### config.mk
export PLATFORM = sky130hd
export DESIGN_NAME = http_request_header_tokenizer_top
export DESIGN_NICKNAME = d
export VERILOG_FILES = /design/src/hw/rtl/htok_pkg.sv /design/src/hw/rtl/htok_core.sv /design/src/hw/rtl/htok_out_queue.sv /design/src/hw/rtl/http_request_header_tokenizer_top.sv
export SDC_FILE = /design/constraint.sdc
export NUM_CORES = 1
export LEC_CHECK = 0
export BUFFER_PORTS_ARGS = -buffer_cell sky130_fd_sc_hd__buf_4
export CORE_MARGIN = 5
export CORE_UTILIZATION = 50
export CTS_CLUSTER_DIAMETER = 200
export DETAILED_ROUTE_END_ITERATION = 6
export PLACE_DENSITY_LB_ADDON = 0.15
export SLEW_MARGIN = 20
export SYNTH_ARGS = -nofsm -noshare
export SYNTH_HDL_FRONTEND = slang
export SYNTH_SLANG_ARGS = --single-unit
### constraint.sdc
create_clock -name aclk -period 3.3 [get_ports aclk]
set_clock_uncertainty 0.15 [all_clocks]
set_input_delay 0.66 -clock aclk [delete_from_list [all_inputs] [get_ports aclk]]
set_output_delay 0.66 -clock aclk [all_outputs]
set_load 0.01 [all_outputs]
### src/hw/rtl/htok_pkg.sv
// Shared types, codes and tag functions for the HTTP header tokenizer.
// No dependencies.
`default_nettype none
package htok_pkg;

    localparam logic [7:0] CH_SP    = 8'h20;
    localparam logic [7:0] CH_COLON = 8'h3A;
    localparam logic [7:0] CH_CR    = 8'h0D;
    localparam logic [7:0] CH_LF    = 8'h0A;

    // Parse phases
    localparam logic [2:0] PH_METHOD  = 3'd0;
    localparam logic [2:0] PH_PATH    = 3'd1;
    localparam logic [2:0] PH_VERSION = 3'd2;
    localparam logic [2:0] PH_NAME    = 3'd3;
    localparam logic [2:0] PH_SKIP    = 3'd4;
    localparam logic [2:0] PH_VALUE   = 3'd5;
    localparam logic [2:0] PH_BODY    = 3'd6;
    localparam logic [2:0] PH_DISCARD = 3'd7;

    // Token classes
    localparam logic [2:0] TC_METHOD  = 3'd0;
    localparam logic [2:0] TC_PATH    = 3'd1;
    localparam logic [2:0] TC_VERSION = 3'd2;
    localparam logic [2:0] TC_NAME    = 3'd3;
    localparam logic [2:0] TC_VALUE   = 3'd4;
    localparam logic [2:0] TC_DELIM   = 3'd5;
    localparam logic [2:0] TC_BODY    = 3'd6;
    localparam logic [2:0] TC_DISCARD = 3'd7;

    typedef struct packed {
        logic [2:0] phase;
        logic       cr_pending;
        logic       line_at_start;
        logic       name_nonempty;
        logic       value_nonempty;
    } state_t;

    localparam state_t STATE_RESET = '{
        phase: PH_METHOD, cr_pending: 1'b0, line_at_start: 1'b1,
        name_nonempty: 1'b0, value_nonempty: 1'b0
    };

    typedef struct packed {
        logic [7:0] out_byte;
        logic [2:0] token_class;
        logic       header_line_end;
        logic       header_kept;
        logic       headers_done;
        logic       malformed;
        logic       last_of_run;
    } res_t;

    typedef struct packed {
        state_t     st;
        logic [2:0] cls;
    } take_t;

    // Build a result word with the run flag clear.
    function automatic res_t make_res(logic [7:0] b, logic [2:0] cls, logic hle,
                                      logic kept, logic done, logic mal);
        res_t r;
        r.out_byte        = b;
        r.token_class     = cls;
        r.header_line_end = hle;
        r.header_kept     = kept;
        r.headers_done    = done;
        r.malformed       = mal;
        r.last_of_run     = 1'b0;
        return r;
    endfunction

    // Tag one content byte in the current phase and advance the phase.
    function automatic take_t take(state_t s, logic [7:0] b);
        take_t t;
        t.st  = s;
        t.cls = TC_DISCARD;
        case (s.phase)
            PH_METHOD: begin
                if (b == CH_SP) begin
                    t.st.phase = PH_PATH;
                    t.cls      = TC_DELIM;
                end else begin
                    t.cls = TC_METHOD;
                end
            end
            PH_PATH: begin
                if (b == CH_SP) begin
                    t.st.phase = PH_VERSION;
                    t.cls      = TC_DELIM;
                end else begin
                    t.cls = TC_PATH;
                end
            end
            PH_VERSION: t.cls = TC_VERSION;
            PH_NAME: begin
                t.st.line_at_start = 1'b0;
                if (b == CH_COLON) begin
                    t.st.phase = PH_SKIP;
                    t.cls      = TC_DELIM;
                end else begin
                    t.st.name_nonempty = 1'b1;
                    t.cls              = TC_NAME;
                end
            end
            PH_SKIP: begin
                if (b == CH_SP) begin
                    t.cls = TC_DELIM;
                end else begin
                    t.st.phase          = PH_VALUE;
                    t.st.value_nonempty = 1'b1;
                    t.cls               = TC_VALUE;
                end
            end
            PH_VALUE: begin
                t.st.value_nonempty = 1'b1;
                t.cls               = TC_VALUE;
            end
            PH_BODY: t.cls = TC_BODY;
            default: t.cls = TC_DISCARD;
        endcase
        return t;
    endfunction

endpackage
`default_nettype wire

### src/hw/rtl/htok_core.sv
// Parse state registers and the per-byte tagging logic (up to two words per byte).
// Depends on htok_pkg.
`default_nettype none
module htok_core
    import htok_pkg::*;
(
    input  wire logic       aclk,
    input  wire logic       aresetn,
    input  wire logic       consume,
    input  wire logic [7:0] data_byte,
    input  wire logic       start_of_request,
    output logic [1:0]      res_count,
    output res_t            res0,
    output res_t            res1
);

    state_t state_reg;
    state_t state_next;
    res_t   res [2];
    logic [1:0] n;
    take_t  t;
    state_t s;
    logic   hle, kept, done, mal;

    // Walk one byte: flush, CRLF handling, then the byte itself
    always_comb begin
        s      = state_reg;
        n      = 2'd0;
        res[0] = make_res(8'h00, TC_DISCARD, 1'b0, 1'b0, 1'b0, 1'b0);
        res[1] = res[0];
        t      = '0;
        hle    = 1'b0;
        kept   = 1'b0;
        done   = 1'b0;
        mal    = 1'b0;

        // Flush a held CR as content of the old request, then restart
        if (start_of_request) begin
            if (s.cr_pending) begin
                t      = take(s, CH_CR);
                res[0] = make_res(CH_CR, t.cls, 1'b0, 1'b0, 1'b0, 1'b0);
                n      = 2'd1;
            end
            s = STATE_RESET;
        end

        if (s.cr_pending && data_byte == CH_LF) begin
            // CR LF closes the current line
            s.cr_pending = 1'b0;
            if (s.phase inside {[PH_METHOD:PH_VERSION]}) begin
                s.phase         = PH_NAME;
                s.line_at_start = 1'b1;
            end else if (s.phase == PH_NAME) begin
                if (s.line_at_start) begin
                    done    = 1'b1;
                    s.phase = PH_BODY;
                end else begin
                    hle     = 1'b1;
                    mal     = 1'b1;
                    s.phase = PH_DISCARD;
                end
            end else begin
                hle             = 1'b1;
                kept            = s.name_nonempty & s.value_nonempty;
                s.phase         = PH_NAME;
                s.line_at_start = 1'b1;
            end
            s.name_nonempty  = 1'b0;
            s.value_nonempty = 1'b0;
            res[0] = make_res(CH_CR, TC_DELIM, 1'b0, 1'b0, 1'b0, 1'b0);
            res[1] = make_res(CH_LF, TC_DELIM, hle, kept, done, mal);
            n      = 2'd2;
        end else begin
            // Lone CR becomes content
            if (s.cr_pending) begin
                s.cr_pending = 1'b0;
                t            = take(s, CH_CR);
                s            = t.st;
                res[n[0]]    = make_res(CH_CR, t.cls, 1'b0, 1'b0, 1'b0, 1'b0);
                n            = n + 2'd1;
            end
            // Hold a CR in line phases, otherwise tag the byte
            if (s.phase inside {[PH_METHOD:PH_VALUE]} && data_byte == CH_CR) begin
                s.cr_pending = 1'b1;
            end else begin
                t         = take(s, data_byte);
                s         = t.st;
                res[n[0]] = make_res(data_byte, t.cls, 1'b0, 1'b0, 1'b0, 1'b0);
                n         = n + 2'd1;
            end
        end

        // Mark the final word of this byte
        if (n == 2'd1) begin
            res[0].last_of_run = 1'b1;
        end else if (n == 2'd2) begin
            res[1].last_of_run = 1'b1;
        end
        state_next = s;
    end

    // Advance the parse state on each consumed byte
    always_ff @(posedge aclk) begin
        if (!aresetn) begin
            state_reg <= STATE_RESET;
        end else if (consume) begin
            state_reg <= state_next;
        end
    end

    assign res_count = n;
    assign res0      = res[0];
    assign res1      = res[1];

endmodule
`default_nettype wire

### src/hw/rtl/htok_out_queue.sv
// Two-slot result register that drives the output channel.
// Depends on htok_pkg.
`default_nettype none
module htok_out_queue
    import htok_pkg::*;
(
    input  wire logic       aclk,
    input  wire logic       aresetn,
    input  wire logic       push,
    input  wire logic [1:0] push_count,
    input  wire res_t       push_res0,
    input  wire res_t       push_res1,
    output logic            room,
    output logic            out_valid,
    input  wire logic       out_ready,
    output res_t            out_res
);

    res_t       slot0_reg;
    res_t       slot1_reg;
    logic [1:0] cnt_reg;
    logic       pop;

    assign out_valid = (cnt_reg != 2'd0);
    assign pop       = out_valid && out_ready;
    // Accept a new group only when the queue is empty or its last word leaves this cycle
    assign room      = (cnt_reg == 2'd0) || (cnt_reg == 2'd1 && pop);
    assign out_res   = slot0_reg;

    // Track the fill count
    always_ff @(posedge aclk) begin
        if (!aresetn) begin
            cnt_reg <= 2'd0;
        end else if (push) begin
            cnt_reg <= push_count;
        end else if (pop) begin
            cnt_reg <= cnt_reg - 2'd1;
        end
    end

    // Load a group or shift the second word forward
    always_ff @(posedge aclk) begin
        if (push) begin
            slot0_reg <= push_res0;
            slot1_reg <= push_res1;
        end else if (pop) begin
            slot0_reg <= slot1_reg;
        end
    end

endmodule
`default_nettype wire

### src/hw/rtl/http_request_header_tokenizer_top.sv
// HTTP request header tokenizer: one byte per cycle. Each byte enters an input
// register and is tagged in the following cycle into zero, one or two result
// words (a held CR gives none; a CR LF pair gives two, as does any other byte
// that follows a held CR unless it is held itself). Throughput is one byte per
// cycle while each byte yields at most one word and m_ready stays high; a byte
// that yields two words fills the two-slot output register and stalls input.
// Depends on htok_pkg, htok_core and htok_out_queue.
`default_nettype none
module http_request_header_tokenizer_top
    import htok_pkg::*;
(
    input  wire logic       aclk,
    input  wire logic       aresetn,
    input  wire logic       s_valid,
    output logic            s_ready,
    input  wire logic [7:0] s_data_byte,
    input  wire logic       s_start_of_request,
    output logic            m_valid,
    input  wire logic       m_ready,
    output logic [7:0]      m_out_byte,
    output logic [2:0]      m_token_class,
    output logic            m_header_line_end,
    output logic            m_header_kept,
    output logic            m_headers_done,
    output logic            m_malformed,
    output logic            m_last_of_run
);

    logic       in_valid_reg;
    logic [7:0] in_byte_reg;
    logic       in_sor_reg;
    logic       room;
    logic       consume;
    logic       push;
    logic [1:0] res_count;
    res_t       res0;
    res_t       res1;
    res_t       out_res;

    assign consume = in_valid_reg && room;
    assign push    = consume && (res_count != 2'd0);
    assign s_ready = !in_valid_reg || consume;

    // Hold the incoming word until the tagger consumes it
    always_ff @(posedge aclk) begin
        if (!aresetn) begin
            in_valid_reg <= 1'b0;
        end else if (s_ready) begin
            in_valid_reg <= s_valid;
        end
    end

    always_ff @(posedge aclk) begin
        if (s_valid && s_ready) begin
            in_byte_reg <= s_data_byte;
            in_sor_reg  <= s_start_of_request;
        end
    end

    htok_core u_core (
        .aclk             (aclk),
        .aresetn          (aresetn),
        .consume          (consume),
        .data_byte        (in_byte_reg),
        .start_of_request (in_sor_reg),
        .res_count        (res_count),
        .res0             (res0),
        .res1             (res1)
    );

    htok_out_queue u_out (
        .aclk       (aclk),
        .aresetn    (aresetn),
        .push       (push),
        .push_count (res_count),
        .push_res0  (res0),
        .push_res1  (res1),
        .room       (room),
        .out_valid  (m_valid),
        .out_ready  (m_ready),
        .out_res    (out_res)
    );

    assign m_out_byte        = out_res.out_byte;
    assign m_token_class     = out_res.token_class;
    assign m_header_line_end = out_res.header_line_end;
    assign m_header_kept     = out_res.header_kept;
    assign m_headers_done    = out_res.headers_done;
    assign m_malformed       = out_res.malformed;
    assign m_last_of_run     = out_res.last_of_run;

endmodule
`default_nettype wire

# Yosys cells after proc, flatten, opt, wreduce, memory -nomap -nowiden
# Index checks and enable logic that the tools add are counted.
# Widths: inputs -> output; s select.
op_classes:
  bitwise_logic: 3
  n_reduce_logical: 23
  order_cmp: 8
  n_mux: 70
  add_sub_neg: 3
  eq_ne: 25
op_table:
  columns: ["op", "count"]
  rows:
  - ["$mux 32", 4]
  - ["$mux 16", 5]
  - ["$bwmux 32", 2]
  - ["$mux 3", 16]
  - ["$pmux 3 s6", 2]
  - ["$demux 16 s1", 2]
  - ["$mux 7", 4]
  - ["$eq 3x3->1 const B", 9]
  - ["$mux 1", 22]
  - ["$pmux 3 s7", 1]
  - ["$eq 3x2->1 const B", 6]
  - ["$mux 2", 9]
  - ["$eq 8x4->1 const B", 2]
  - ["$eq 8x6->1 const B", 2]
  - ["$mux 12", 1]
  - ["$pmux 3 s4", 1]
  - ["$logic_and 1x1->1", 11]
  - ["$eq 3x1->1 const B", 3]
  - ["$logic_not 3->1", 3]
  - ["$ge 3x1->1 const B", 2]
  - ["$reduce_bool 2->1", 3]
  - ["$add 2x1->2 const B", 2]
  - ["$eq 2x1->1 const B", 2]
  - ["$ge 2x2->1 const B", 2]
  - ["12 further kinds", 16]
word_totals:
  regBits: 51
  in_bits: 13
  elab_cells: 155
  out_inout_bits: 18

# Longest topological paths before layout
# Gate-level depths: netlist of run 1.
logic_depth:
  ltp_word: 16
  depth_mapped: 10
  depth_no_buf: 8

# Hierarchy
# Synthesis of run 1 repeated with hierarchy kept, for this count alone.
hier_totals:
  hier_cells: 250
  hier_area_um2: 2762.6
by_module_without_submodules:
  columns: ["module", "instances", "area_each_um2", "seq_area_each_um2", "cells_each"]
  rows:
  - ["htok_out_queue", 1, 1348.8, 1001.0, 69]
  - ["htok_core", 1, 1076.0, 140.1, 165]
  - ["http_request_header_tokenizer_top", 1, 337.8, 290.3, 16]

# Least setup slack after synthesis of run 1
# OpenSTA, ideal clock, no wires.
synth_path:
  kind: "reg-to-reg"
  startpoint: "reg u_core.state_reg[3] (netlist name)"
  endpoint: "reg u_out.slot0_reg, in the netlist u_out.out_res[0] (enable)"
  arrival_time_ns: 2.487
  path_stages_with_launch: 11
  synth_period_minus_slack_ns: 3.003
  n_path_buf: 2
  required_time_ns: 2.784
  slack_ns: 0.297
  setup_ns: 0.366
  cell_sequence: "dfxtp_1 > clkbuf_1 > nor2b_1 > inv_1 > ha_1 > inv_1 > a31oi_1 > a311oi_2 > a31oi_4 > buf_6 > nand2b_1"
synth_between:
  elab_chain_cells: 11
  elab_cells_between_ends: 19
  classes_between: "2 x add/sub; 2 x order compare; 9 x mux; 6 x reduce/logical"
synth_lines:
  columns: ["item", "line_no", "source"]
  rows:
  - ["start, declared", "htok_core.sv:17", "state_t state_reg;"]
  - ["start signal, assigned", "htok_core.sv:107", "state_reg <= state_next;"]
  - ["$mux 1 or $mux 7 (tied branches)", "htok_core.sv:39, htok_core.sv:38", null]
  - ["$mux 2 or $mux 7 (tied branches)", "htok_core.sv:38, htok_core.sv:75", null]
  - ["$add 2x1->2 or $mux 7 (tied branches)", "htok_core.sv:80, htok_core.sv:47", null]
  - ["$mux 2, or another cell as far along", "htok_core.sv:75", "if (s.cr_pending) begin"]
  - ["$mux 2 or $logic_and 1x1->1 (tied branches)", "htok_core.sv:47, htok_core.sv:83", null]
  - ["$add 2x1->2 or $logic_and 1x1->1 (tied branches)", "htok_core.sv:89, htok_core.sv:83", null]
  - ["$mux 2", "htok_core.sv:83", "if (s.phase inside {[PH_METHOD:PH_VALUE]} && data_byte == CH_CR) begin"]
  - ["$mux 2 *", "htok_core.sv:47", "if (s.cr_pending && data_byte == CH_LF) begin"]
  - ["$reduce_bool 2->1 *", "http_request_header_tokenizer_top.sv:41", "assign push = consume && (res_count != 2'd0);"]
  - ["$logic_and 1x1->1 *", "http_request_header_tokenizer_top.sv:41", null]
  - ["$reduce_bool 2->1 (no source line) *", null, null]
  - ["end signal, assigned", "htok_out_queue.sv:44", "slot0_reg <= push_res0;"]
  - ["end signal, assigned", "htok_out_queue.sv:47", "slot0_reg <= slot1_reg;"]
  - ["end, declared", "htok_out_queue.sv:19", "res_t slot0_reg;"]
# Mark *: on every way between the ends. The rest lies on a longest branch, timed or not. The select of a mux whose other input is x is not followed.
# A chain may end at the register's enable or synchronous reset.

# Worst setup path after layout of run 1
layout_path:
  startpoint: "reg in_byte_reg[5]"
  endpoint: "reg u_out.slot0_reg, in the netlist u_out.out_res[12], data pin"
layout_between:
  elab_chain_cells: 7
  elab_cells_between_ends: 11
  classes_between: "2 x eq/ne; 5 x mux; 4 x reduce/logical"
layout_lines:
  columns: ["item", "line_no", "source"]
  rows:
  - ["start, declared", "http_request_header_tokenizer_top.sv:30", "logic [7:0] in_byte_reg;"]
  - ["start signal, assigned", "http_request_header_tokenizer_top.sv:55", "in_byte_reg <= s_data_byte;"]
  - ["$eq 8x4->1", "htok_core.sv:83", null]
  - ["$logic_and 1x1->1", "htok_core.sv:83", null]
  - ["$mux 2", "htok_core.sv:83", null]
  - ["$mux 2", "htok_core.sv:47", null]
  - ["$reduce_bool 2->1", "http_request_header_tokenizer_top.sv:41", null]
  - ["$logic_and 1x1->1", "http_request_header_tokenizer_top.sv:41", null]
  - ["$mux 16 *", "htok_out_queue.sv:43", "if (push) begin"]
# Mark *: on every way between the ends. The rest lies on a longest branch, timed or not.

==> results.json, run 1 <==
{
  "clk_latency_ns": 0.30,
  "drt_drc_violations_left": 0,
  "first_pass_iters": 4,
  "clockBufferDepth": 2,
  "floorplan.initialDensity_pct": 51.4,
  "core_area_sq_mm": 0.00507,
  "hold-path-cell-count": 2,
  "regToRegEndpoint": "u_out.out_res[12]",
  "antenna_found_initial": 0,
  "tritoncts": "done",
  "power.switching_fraction_pct": 24.9,
  "p_int_w": 0.00116,
  "dpl.hpwl_mm": 3.88,
  "wire_per_inst_um": 14.8,
  "clkSinkCount": 51,
  "die_area_sq_mm": 0.00676,
  "yosys.area.top_type": "sky130_fd_sc_hd__edfxtp_1",
  "comb_power_share_pct": 19.6,
  "area_overhead_vs_synth_pct": 18.5,
  "fp.dieW_um": 82.2,
  "power.net_switching_w": 0.000385,
  "number_of_max_cap_violations": 0,
  "final_hold_vios": 0,
  "synthesis.area_sq_mm": 0.00261,
  "std_cell_rows": 26,
  "worst_hold_path_type": "flip-flop to flip-flop",
  "num_antenna_cells": 0,
  "vias": 1866,
  "timing.setup.critical_path_class": "flip-flop to flip-flop",
  "worstHoldEndpoint": "u_core.state_reg[0]",
  "yosys.area.top_type_share_pct": 47.2,
  "drt_wl_total_mm": 5.09,
  "gp_congestion": 0.833,
  "floorplan.io_pins": 31,
  "period_minus_slack_ns": 2.87,
  "setup_tns_ns": 0,
  "clockPowerShare_pct": 27.6,
  "status": "finished, final reports clean",
  "async_flop_share_pct": 0,
  "vias_in_the_first_global_route": 1795,
  "yosys_most_used_dff": "sky130_fd_sc_hd__edfxtp_1",
  "cts_max_level": 2,
  "timing.critical_path.fanout_max": 17,
  "final_max_slew_viol_count": 0,
  "rsz0062_at_grt": "no",
  "critical_path.endpoint_type": "flip-flop",
  "die_height_um": 82.2,
  "clockRootBuffer": "sky130_fd_sc_hd__clkbuf_8",
  "holdBufCountCts": 0,
  "route.detailed.vias_per_inst": 5.41,
  "rr_worst_depth": 5,
  "peakVddDrop_v": 0.000257,
  "post_cts_resize_count": 0,
  "post-route-period-util_pct": 86.8,
  "cts-buffers-inserted": 5,
  "synth-seq-area-share_pct": 54.9,
  "total_power_w": 0.00154,
  "postSynthAreaPerCell_sq_um": 11.1,
  "synth.net_count": 253,
  "layout-drive-gt1-share_pct": 23.3,
  "grt_overflow": 0,
  "placement.setup.worst_slack_ns": 0.422,
  "fin_area_sq_mm": 0.00309,
  "critical_path_arrival_ns": 2.77,
  "synthDistinctLibCells": 51,
  "critical_path.startpoint_type": "flip-flop",
  "share_seq_of_total_power_pct": 52.8,
  "max_clock_freq_mhz": 349,
  "postLayoutSetupSlackWorst_ns": 0.435,
  "pwr_dens_mw_per_mm2": 499,
  "final_core_utilization_pct": 60.9,
  "drt_iter0_markers": 133,
  "power_leakage_nw": 1.17,
  "fin_nets": 291,
  "ant_nets": 0,
  "synth-seq-cells": 51,
  "grt_usage_pct": 16.5,
  "largest_cells_by_area_after_synthesis": "sky130_fd_sc_hd__edfxtp_1 (47%), sky130_fd_sc_hd__dfxtp_1 (7.7%), sky130_fd_sc_hd__and2_1 (3.1%)",
  "maxSlewHeadroom_pct": 55.3,
  "port_buffers": 30,
  "synth-edff-count": 41,
  "cts.clk_slew.worst_paths_ns": 0.09,
  "worst_min_delay_path_startpoint": "u_core.state_reg[0]",
  "grt_first_pass_wirelength_mm": 8.43,
  "r2r_slack_ns": 0.43,
  "syn-instance-count": 236,
  "postCtsSetupRepairBufs": 0,
  "placed_area_sq_mm": 0.00298,
  "timing_worst_slew_pin_value_ns": 0.664,
  "synth-warning-count": 0,
  "worstReg2RegStart": "in_byte_reg[5]",
  "final_count_of_negative_setup_slack_endpoints": 0,
  "pin_count_of_the_biggest_net_entering_global_routing": 18,
  "cp_data_required_time_ns": 3.21
}
## placed cells by master (no fill, tap or decap), types with 2 or more instances in the layout
| cell type | count |
|---|---|
| sky130_fd_sc_hd__a211oi_1 | 3 |
| sky130_fd_sc_hd__a31oi_1 | 8 |
| sky130_fd_sc_hd__nor2b_1 | 10 |
| sky130_fd_sc_hd__mux2i_1 | 3 |
| sky130_fd_sc_hd__ha_1 | 4 |
| sky130_fd_sc_hd__o22ai_1 | 3 |
| sky130_fd_sc_hd__a21boi_0 | 2 |
| sky130_fd_sc_hd__nor3_1 | 3 |
| sky130_fd_sc_hd__a21oi_1 | 13 |
| sky130_fd_sc_hd__mux2_2 | 7 |
| sky130_fd_sc_hd__o21a_1 | 4 |
| sky130_fd_sc_hd__nand2b_1 | 4 |
| sky130_fd_sc_hd__inv_1 | 13 |
| sky130_fd_sc_hd__a211o_1 | 4 |
| sky130_fd_sc_hd__nand3_1 | 4 |
| sky130_fd_sc_hd__and2_1 | 13 |
| sky130_fd_sc_hd__and3_1 | 3 |
| sky130_fd_sc_hd__buf_4 | 42 |
| sky130_fd_sc_hd__nor4_1 | 2 |
| sky130_fd_sc_hd__o21ai_0 | 9 |
| sky130_fd_sc_hd__edfxtp_1 | 41 |
| sky130_fd_sc_hd__nor2_1 | 18 |
| sky130_fd_sc_hd__dfxtp_1 | 10 |
| sky130_fd_sc_hd__nand2_1 | 16 |
| sky130_fd_sc_hd__and2b_1 | 2 |
| sky130_fd_sc_hd__clkbuf_8 | 5 |
## worst max path at each step
stage | endpoint | slack (ns) | from | cells past startpoint
final | u_out.out_res[12] | 0.43 | in_byte_reg[5] | 5
after global routing | u_out.out_res[14] | 0.21 | in_sor_reg | 9
after CTS | u_out.out_res[12] | 0.43 | in_byte_reg[5] | 5
after detailed placement | u_out.out_res[12] | 0.42 | in_byte_reg[5] | 5
after global placement | u_out.out_res[12] | 0.51 | in_byte_reg[5] | 5
after floorplan | u_out.out_res[0] | 0.30 | u_core.state_reg[3] | 10
## cells by family (layout without fill, tap and decap cells)
group | count (synthesis) | count (layout) | share of synthesized area, %
simple gates | 84 | 84 | 17.8
compound gates | 60 | 60 | 16.5
flops | 51 | 51 | 54.9
buf+inv | 25 | 64 | 3.88
mux | 11 | 11 | 4.75
fa+ha+maj | 4 | 4 | 1.92
xor+xnor | 1 | 1 | 0.336
## synthesized netlist by cell type (2+ instances only)
cell type and number:
sky130_fd_sc_hd__edfxtp_1 41, sky130_fd_sc_hd__nor2_1 18, sky130_fd_sc_hd__nand2_1 16, sky130_fd_sc_hd__a21oi_1 13, sky130_fd_sc_hd__and2_1 13, sky130_fd_sc_hd__inv_1 13, sky130_fd_sc_hd__clkbuf_1 11, sky130_fd_sc_hd__dfxtp_1 10
sky130_fd_sc_hd__nor2b_1 10, sky130_fd_sc_hd__o21ai_0 9, sky130_fd_sc_hd__a31oi_1 8, sky130_fd_sc_hd__mux2_2 7, sky130_fd_sc_hd__a211o_1 4, sky130_fd_sc_hd__ha_1 4, sky130_fd_sc_hd__nand2b_1 4, sky130_fd_sc_hd__nand3_1 4
sky130_fd_sc_hd__o21a_1 4, sky130_fd_sc_hd__a211oi_1 3, sky130_fd_sc_hd__and3_1 3, sky130_fd_sc_hd__mux2i_1 3, sky130_fd_sc_hd__nor3_1 3, sky130_fd_sc_hd__o22ai_1 3, sky130_fd_sc_hd__a21boi_0 2, sky130_fd_sc_hd__and2b_1 2
sky130_fd_sc_hd__nor4_1 2
## through the flow
| step | hold WS [ns] | std cells |
|---|---|---|
| floorplan | 0.320 | 236 |
| global placement | 0.352 | 337 |
| detailed placement | 0.363 | 337 |
| CTS | 0.373 | 345 |
| global route | 0.363 | 345 |
| finish | 0.379 | 345 |
## final cells by class
type                    count  area, sq um
well taps                  70         87.6
multi-input cells         160         1080
inverters                  13         48.8
repair buffers             43          335
clock buffers               5         68.8
fillers                   433         1980
clock inverters             3         43.8
flip-flops and latches     51         1430
## power groups by stage
stage          Combinational (W)  Clock [W]  Sequential [W]
6_report                0.000303   0.000426        0.000814
5_1_grt                 0.000330   0.000467        0.000822
4_1_cts                 0.000308   0.000436        0.000815
3_5_place_dp            0.000308          0        0.000830
3_3_place_gp            0.000303          0        0.000828
2_1_floorplan           0.000156          0        0.000846
## per-layer routing
metal / vias to the layer above / wire [um] / track usage [%]
li1: 948 / - / -
met1: 868 / 2350 / 21.5
met2: 45 / 2430 / 27.9
met3: 5 / 275 / 3.69
met4: 0 / 38 / 3.99
met5: - / 0 / 0
## worst max-delay path, stage by stage (launching register included)
cell	delay (ns)
sky130_fd_sc_hd__edfxtp_1	0.51
sky130_fd_sc_hd__nor4_4	0.51
sky130_fd_sc_hd__nand3_1	0.16
sky130_fd_sc_hd__a211o_1	0.35
sky130_fd_sc_hd__a31oi_4	0.53
sky130_fd_sc_hd__mux2_2	0.40
Power figures use the tool's default switching activity.
==> inputs of run 2 (changes only) <==
ABC_AREA = 1   (was default)
==> run 2 against run 1 <==
Net effect:
- combinational power grew 130%
- synthesized cell count rose by 28%
- worst setup slack improved by 0.27 ns
- wire length increased by 14%
- sequential power increased by 21%
- via count rose by 16%
- critical path type is now flip-flop to output pin
- first-iteration DRC count down 9.0%
- final area about the same
==> results.json, run 2 <==
{
  "hold_ws_ns": 0.347,
  "holdBufCountCts": 0,
  "crit_path_max_incr_delay_ns": 0.43,
  "power_leakage_nw": 1.35,
  "yosys.area.top_type": "sky130_fd_sc_hd__edfxtp_1",
  "first_pass_iters": 5,
  "route.detailed.vias_per_inst": 5.27,
  "drt_wl_total_mm": 5.83,
  "cts_max_level": 2,
  "peakVddDrop_v": 0.000252,
  "rr_worst_depth": 11,
  "cts.clk_slew.worst_paths_ns": 0.09,
  "std_cell_rows": 26,
  "final_hold_vios": 0,
  "final_max_slew_viol_count": 0,
  "max_clock_freq_mhz": 385,
  "clockBufferDepth": 2,
  "fillerInstances": 454,
  "die_height_um": 83.7,
  "highest_count_cells_in_the_layout_ignoring_fill_and_taps": "sky130_fd_sc_hd__nand2_1 (53), sky130_fd_sc_hd__inv_1 (44), sky130_fd_sc_hd__nor2_1 (43)",
  "vias_in_the_first_global_route": 2060,
  "number_of_max_cap_violations": 0,
  "grt_first_pass_wirelength_mm": 9.88,
  "wire_per_inst_um": 14.2,
  "floorplan.io_pins": 31,
  "tritoncts": "done",
  "postCtsSetupRepairBufs": 0,
  "rsz0062_at_grt": "no",
  "pin_count_of_the_biggest_net_entering_global_routing": 34,
  "cts-buffers-inserted": 5,
  "area_overhead_vs_synth_pct": 14.1,
  "hold-path-cell-count": 2,
  "vias": 2157,
  "antenna_found_initial": 0,
  "timing.critical_path.fanout_max": 4,
  "critical_path.endpoint_type": "output pin",
  "synth-seq-cells": 51,
  "synthesis.area_sq_mm": 0.00271,
  "post-route-period-util_pct": 78.7,
  "fp.dieW_um": 83.7,
  "floorplan.initialDensity_pct": 52.4,
  "postSynthAreaPerCell_sq_um": 8.98,
  "timing_worst_slew_pin_value_ns": 0.610,
  "num_antenna_cells": 0,
  "grt_overflow": 0,
  "die_area_sq_mm": 0.00700,
  "port_buffers": 30,
  "pwr_dens_mw_per_mm2": 664,
  "crit_slowest_cell": "sky130_fd_sc_hd__a21oi_1",
  "maxSlewHeadroom_pct": 59.0,
  "synth-seq-area-share_pct": 52.8,
  "gp_congestion": 0.884,
  "clockRootBuffer": "sky130_fd_sc_hd__clkbuf_8",
  "layout.cells.most_common": "sky130_fd_sc_hd__nand2_1",
  "post_cts_resize_count": 0,
  "ant_nets": 0,
  "layout-drive-gt1-share_pct": 18.3,
  "drt_drc_violations_left": 0,
  "clkSinkCount": 51,
  "grt_usage_pct": 17.4,
  "synth-edff-count": 41,
  "drt_iter0_markers": 121,
  "yosys.cell_count.top_type": "sky130_fd_sc_hd__nand2_1",
  "yosys.area.top_type_share_pct": 45.4,
  "synth.net_count": 319,
  "largest_cells_by_area_after_synthesis": "sky130_fd_sc_hd__edfxtp_1 (45%), sky130_fd_sc_hd__dfxtp_1 (7.4%), sky130_fd_sc_hd__nand2_1 (7.3%)",
  "synthDistinctLibCells": 32,
  "yosys_most_used_dff": "sky130_fd_sc_hd__edfxtp_1",
  "status": "finished, final reports clean",
  "syn-instance-count": 302,
  "dpl.hpwl_mm": 4.53,
  "worstPathCellList": "inv_1 -> ha_1 -> a21oi_1 -> nand2_1 -> buf_4",
  "critical_path.startpoint_type": "flip-flop",
  "async_flop_share_pct": 0,
  "regArea_sq_mm": 0.00143,
  "multi_input_combinational_cell_area_sq_mm": 0.00107,
  "setup_tns_ns": 0,
  "core_area_sq_mm": 0.00517,
  "synth-warning-count": 0,
  "critical_path_arrival_ns": 1.79,
  "final_count_of_negative_setup_slack_endpoints": 0,
  "period_minus_slack_ns": 2.60,
  "timing.setup.critical_path_class": "flip-flop to output pin",
  "cp_data_required_time_ns": 2.49,
  "worst_hold_path_type": "flip-flop to flip-flop",
  "synth_top_cells_by_count": "sky130_fd_sc_hd__nand2_1 (53), sky130_fd_sc_hd__inv_1 (44), sky130_fd_sc_hd__nor2_1 (43)",
  "fin_nets": 355,
  "clk_latency_ns": 0.30
}
run 2: cell count changes after synthesis, moves of 5 or more:
| cell | change |
|---|---|
| sky130_fd_sc_hd__and2_1 | -13 |
| sky130_fd_sc_hd__nand2_4 | +5 |
| sky130_fd_sc_hd__a21oi_1 | +7 |
| sky130_fd_sc_hd__mux2_2 | -7 |
| sky130_fd_sc_hd__nor2b_1 | -10 |
| sky130_fd_sc_hd__nor2_1 | +25 |
| sky130_fd_sc_hd__a31oi_1 | -6 |
| sky130_fd_sc_hd__nand3_1 | +19 |
| sky130_fd_sc_hd__o21ai_0 | +6 |
| sky130_fd_sc_hd__nand2_1 | +37 |
| sky130_fd_sc_hd__inv_1 | +31 |
| sky130_fd_sc_hd__clkbuf_1 | -11 |
run 2: logic make-up after synthesis:
| family | after synthesis | synth area share (%) |
|---|---|---|
| buffers and inverters | 51 | 7.93 |
| AO/OA/AOI/OAI | 51 | 10.7 |
| flip-flops | 51 | 52.8 |
| AND/OR/NAND/NOR | 145 | 26.8 |
| adder cells (fa/ha/maj) | 4 | 1.85 |
run 2: layout make-up:
cell class	instances	share of cell area, %
Tap cell	70	2.83
Sequential cell	51	46.3
Clock inverter	3	0.647
Clock buffer	5	2.22
Multi-Input combinational cell	200	34.5
Inverter	50	6.31
Timing Repair Buffer	30	7.28
run 2: routing by layer:
metal  GRT usage [%]  part of all wire [%]  up-vias
met5               0                     0        -
met4            5.56                   2.6        0
met3            3.26                   5.3       16
met2            28.3                    46       73
met1            23.4                    46      989
li1                -                     -     1079
run 2: worst paths after layout:
| kind | from | to | slack [ns] |
|---|---|---|---|
| min | u_core.state_reg[1] | u_core.state_reg[1] | 0.35 |
| max | u_out.cnt_reg[0] | s_ready | 0.70 |
| max reg2reg | in_sor_reg | u_out.cnt_reg[0] | 0.71 |
| min reg2reg | u_core.state_reg[1] | u_core.state_reg[1] | 0.35 |
run 2: power by group:
group / total, W / internal (W) / switching [W]
Sequential: 0.000985 / 0.000918 / 0.0000661
Combinational: 0.000712 / 0.000266 / 0.000445
Clock: 0.000358 / 0.000148 / 0.000210
run 2: worst max-delay path, delay by kind of cell (launching register included):
family | cells | cell delay [ns]
AOI/OAI and AO/OA | 1 | 0.43
adders and majority gates | 1 | 0.22
buffers and inverters | 2 | 0.26
DFF | 1 | 0.39
and+or+nand+nor | 1 | 0.20
run 2: metrics by stage:
stage / power, W / util [%] / instance area, sq um / worst slack, ns / std cells
global placement: 0.00171 / 58.1 / 3010 / 0.829 / 401
CTS: 0.00207 / 59.8 / 3090 / 0.666 / 409
floorplan: 0.00147 / - / 2710 / 1.04 / 302
detailed placement: 0.00172 / 58.1 / 3010 / 0.708 / 401
global route: 0.00219 / 59.8 / 3090 / 0.463 / 409
finish: 0.00205 / 59.8 / 3090 / 0.702 / 409
==> inputs of run 3 (changes only) <==
clock period = 2.1 ns   (was 3.3 ns; I/O delays follow)
==> run 3 against run 2 <==
Net effect:
- hold slack worse by 0.22 ns
- final area up 12%
- count of clock-buffer cells in the layout unchanged
- largest cell class unchanged
- global-route usage up 0.37 points
- die area stayed put
- wire length increased by 5.4%
- register-to-register slack got worse by 0.63 ns
- non-clock buffer count increased by 33
- final cell count increased by 8.3%
- first-iteration DRC count rose by 5.8%
- critical path depth rose by 6
==> results.json, run 3 (same netlist as run 2, synthesis figures left out) <==
{
  "placed_cells": 426,
  "port_buffers": 30,
  "timing.critical_path.fanout_max": 7,
  "max_clock_freq_mhz": 495,
  "vias": 2293,
  "number_of_max_cap_violations": 0,
  "critical_path.endpoint_type": "flip-flop",
  "grt_overflow": 0,
  "final_hold_vios": 0,
  "clockRootBuffer": "sky130_fd_sc_hd__clkbuf_8",
  "power_leakage_nw": 1.55,
  "route.detailed.vias_per_inst": 5.18,
  "period_minus_slack_ns": 2.02,
  "final_count_of_negative_setup_slack_endpoints": 0,
  "timing.setup.critical_path_class": "flip-flop to flip-flop",
  "tritoncts": "done",
  "drt_wl_total_mm": 6.14,
  "clkSinkCount": 51,
  "cts-buffers-inserted": 5,
  "status": "finished, final reports clean",
  "die_area_sq_mm": 0.00700,
  "layout-drive-gt1-share_pct": 30.0,
  "hold_ws_ns": 0.129,
  "post-route-period-util_pct": 96.3,
  "maxSlewHeadroom_pct": 70.9,
  "num_antenna_cells": 0,
  "final_cell_count_no_fill": 443,
  "die_height_um": 83.7,
  "critical_path_arrival_ns": 1.95,
  "holdBufCountCts": 0,
  "floorplan.io_pins": 31,
  "rsz0062_at_grt": "yes",
  "fp.dieW_um": 83.7,
  "ant_nets": 0,
  "highest_count_cells_in_the_layout_ignoring_fill_and_taps": "sky130_fd_sc_hd__buf_4 (59), sky130_fd_sc_hd__nand2_1 (50), sky130_fd_sc_hd__inv_1 (43)",
  "critical_path.startpoint_type": "flip-flop",
  "std_cell_rows": 26,
  "cts_max_level": 2,
  "pwr_dens_mw_per_mm2": 1060,
  "grt_first_pass_wirelength_mm": 10.0,
  "cts.clk_slew.worst_paths_ns": 0.10,
  "timing_worst_slew_pin_value_ns": 0.432,
  "area_overhead_vs_synth_pct": 27.7,
  "antenna_found_initial": 0,
  "clk_latency_ns": 0.31,
  "first_pass_iters": 4,
  "vias_in_the_first_global_route": 2094,
  "drt_drc_violations_left": 0,
  "final_max_slew_viol_count": 0,
  "layout.cells.most_common": "sky130_fd_sc_hd__buf_4",
  "dpl.hpwl_mm": 4.74,
  "fin_nets": 389,
  "gp_congestion": 0.951,
  "core_area_sq_mm": 0.00517,
  "drt_iter0_markers": 128,
  "cp_data_required_time_ns": 2.03,
  "final_core_utilization_pct": 67.0,
  "worst_hold_path_type": "primary input to flip-flop",
  "clockBufferDepth": 2,
  "grt_usage_pct": 17.8,
  "floorplan.initialDensity_pct": 52.4,
  "wire_per_inst_um": 13.9,
  "pin_count_of_the_biggest_net_entering_global_routing": 20,
  "peakVddDrop_v": 0.000553
}
-- run 3: changes by cell type in the layout (fill, tap and decap cells not counted), moves of 3 or more --
cell	change
sky130_fd_sc_hd__nor2_2	+4
sky130_fd_sc_hd__nand2_1	-3
sky130_fd_sc_hd__nor2_1	-4
sky130_fd_sc_hd__buf_4	+29
sky130_fd_sc_hd__dfxtp_2	+3
sky130_fd_sc_hd__nand2_2	+3
sky130_fd_sc_hd__dfxtp_1	-3
-- run 3: routing by layer --
| layer | global-route usage [%] | vias up | routed length, um |
|---|---|---|---|
| met5 | 0 | - | 0 |
| met4 | 5.99 | 0 | 123 |
| met3 | 3.26 | 13 | 327 |
| met2 | 28.6 | 73 | 2870 |
| met1 | 24.0 | 1062 | 2820 |
| li1 | - | 1145 | - |
-- run 3: repair_timing --
action                                  4_1_cts  5_1_grt
setup buffers                                 0        8
endpoints found under the setup margin        2       36
gates resized for setup                       2       13
pin swaps                                     0        4
cloned                                        0        1
-- run 3: worst max-delay path, cell delays in order, from the launching register on --
cell	delay [ns]
sky130_fd_sc_hd__edfxtp_1	0.41
sky130_fd_sc_hd__buf_4	0.17
sky130_fd_sc_hd__nand2_2	0.09
sky130_fd_sc_hd__inv_1	0.05
sky130_fd_sc_hd__ha_1	0.23
sky130_fd_sc_hd__nand2_2	0.08
sky130_fd_sc_hd__nand3_2	0.09
sky130_fd_sc_hd__nand2_4	0.15
sky130_fd_sc_hd__nand2_8	0.09
sky130_fd_sc_hd__buf_4	0.15
sky130_fd_sc_hd__nand3_1	0.06
sky130_fd_sc_hd__nand2_1	0.05
-- run 3: power by group --
| group | switching (W) | leakage (nW) | total, W | internal [W] |
|---|---|---|---|---|
| clock | 0.000330 | 0.0548 | 0.000689 | 0.000359 |
| combinational | 0.000790 | 1.02 | 0.00144 | 0.000649 |
| sequential | 0.0000931 | 0.471 | 0.00154 | 0.00144 |
-- run 3: metrics by stage --
step / area (sq um) / power, W / setup TNS [ns] / setup slack [ns]
floorplan: 2730 / 0.00233 / 0 / 0.0332
global placement: 3230 / 0.00282 / 0 / 0.0676
detailed placement: 3230 / 0.00283 / 0 / 0.0346
CTS: 3350 / 0.00353 / 0 / 0.0185
global route: 3460 / 0.00389 / -0.0151 / -0.00876
finish: 3460 / 0.00366 / 0 / 0.0785
-- run 3: cell type report --
| type | instances | area [sq um] |
|---|---|---|
| fillers | 425 | 1710 |
| flip-flops and latches | 51 | 1440 |
| clock inverters | 3 | 46.3 |
| inverters | 50 | 195 |
| well taps | 70 | 87.6 |
| clock buffers | 5 | 68.8 |
| multi-input cells | 201 | 1120 |
| repair buffers | 63 | 505 |
-- run 3: path summary, 6_finish.rpt --
path / start / to / slack, ns / cells past startpoint
worst min register to register: u_core.state_reg[1] / u_core.state_reg[1] / 0.34 / 2
worst min-delay path: s_data_byte[2] / in_byte_reg[2] / 0.13 / 1
worst max-delay path: in_sor_reg / u_out.out_res[14] / 0.08 / 11
worst max register to register: in_sor_reg / u_out.out_res[14] / 0.08 / 11
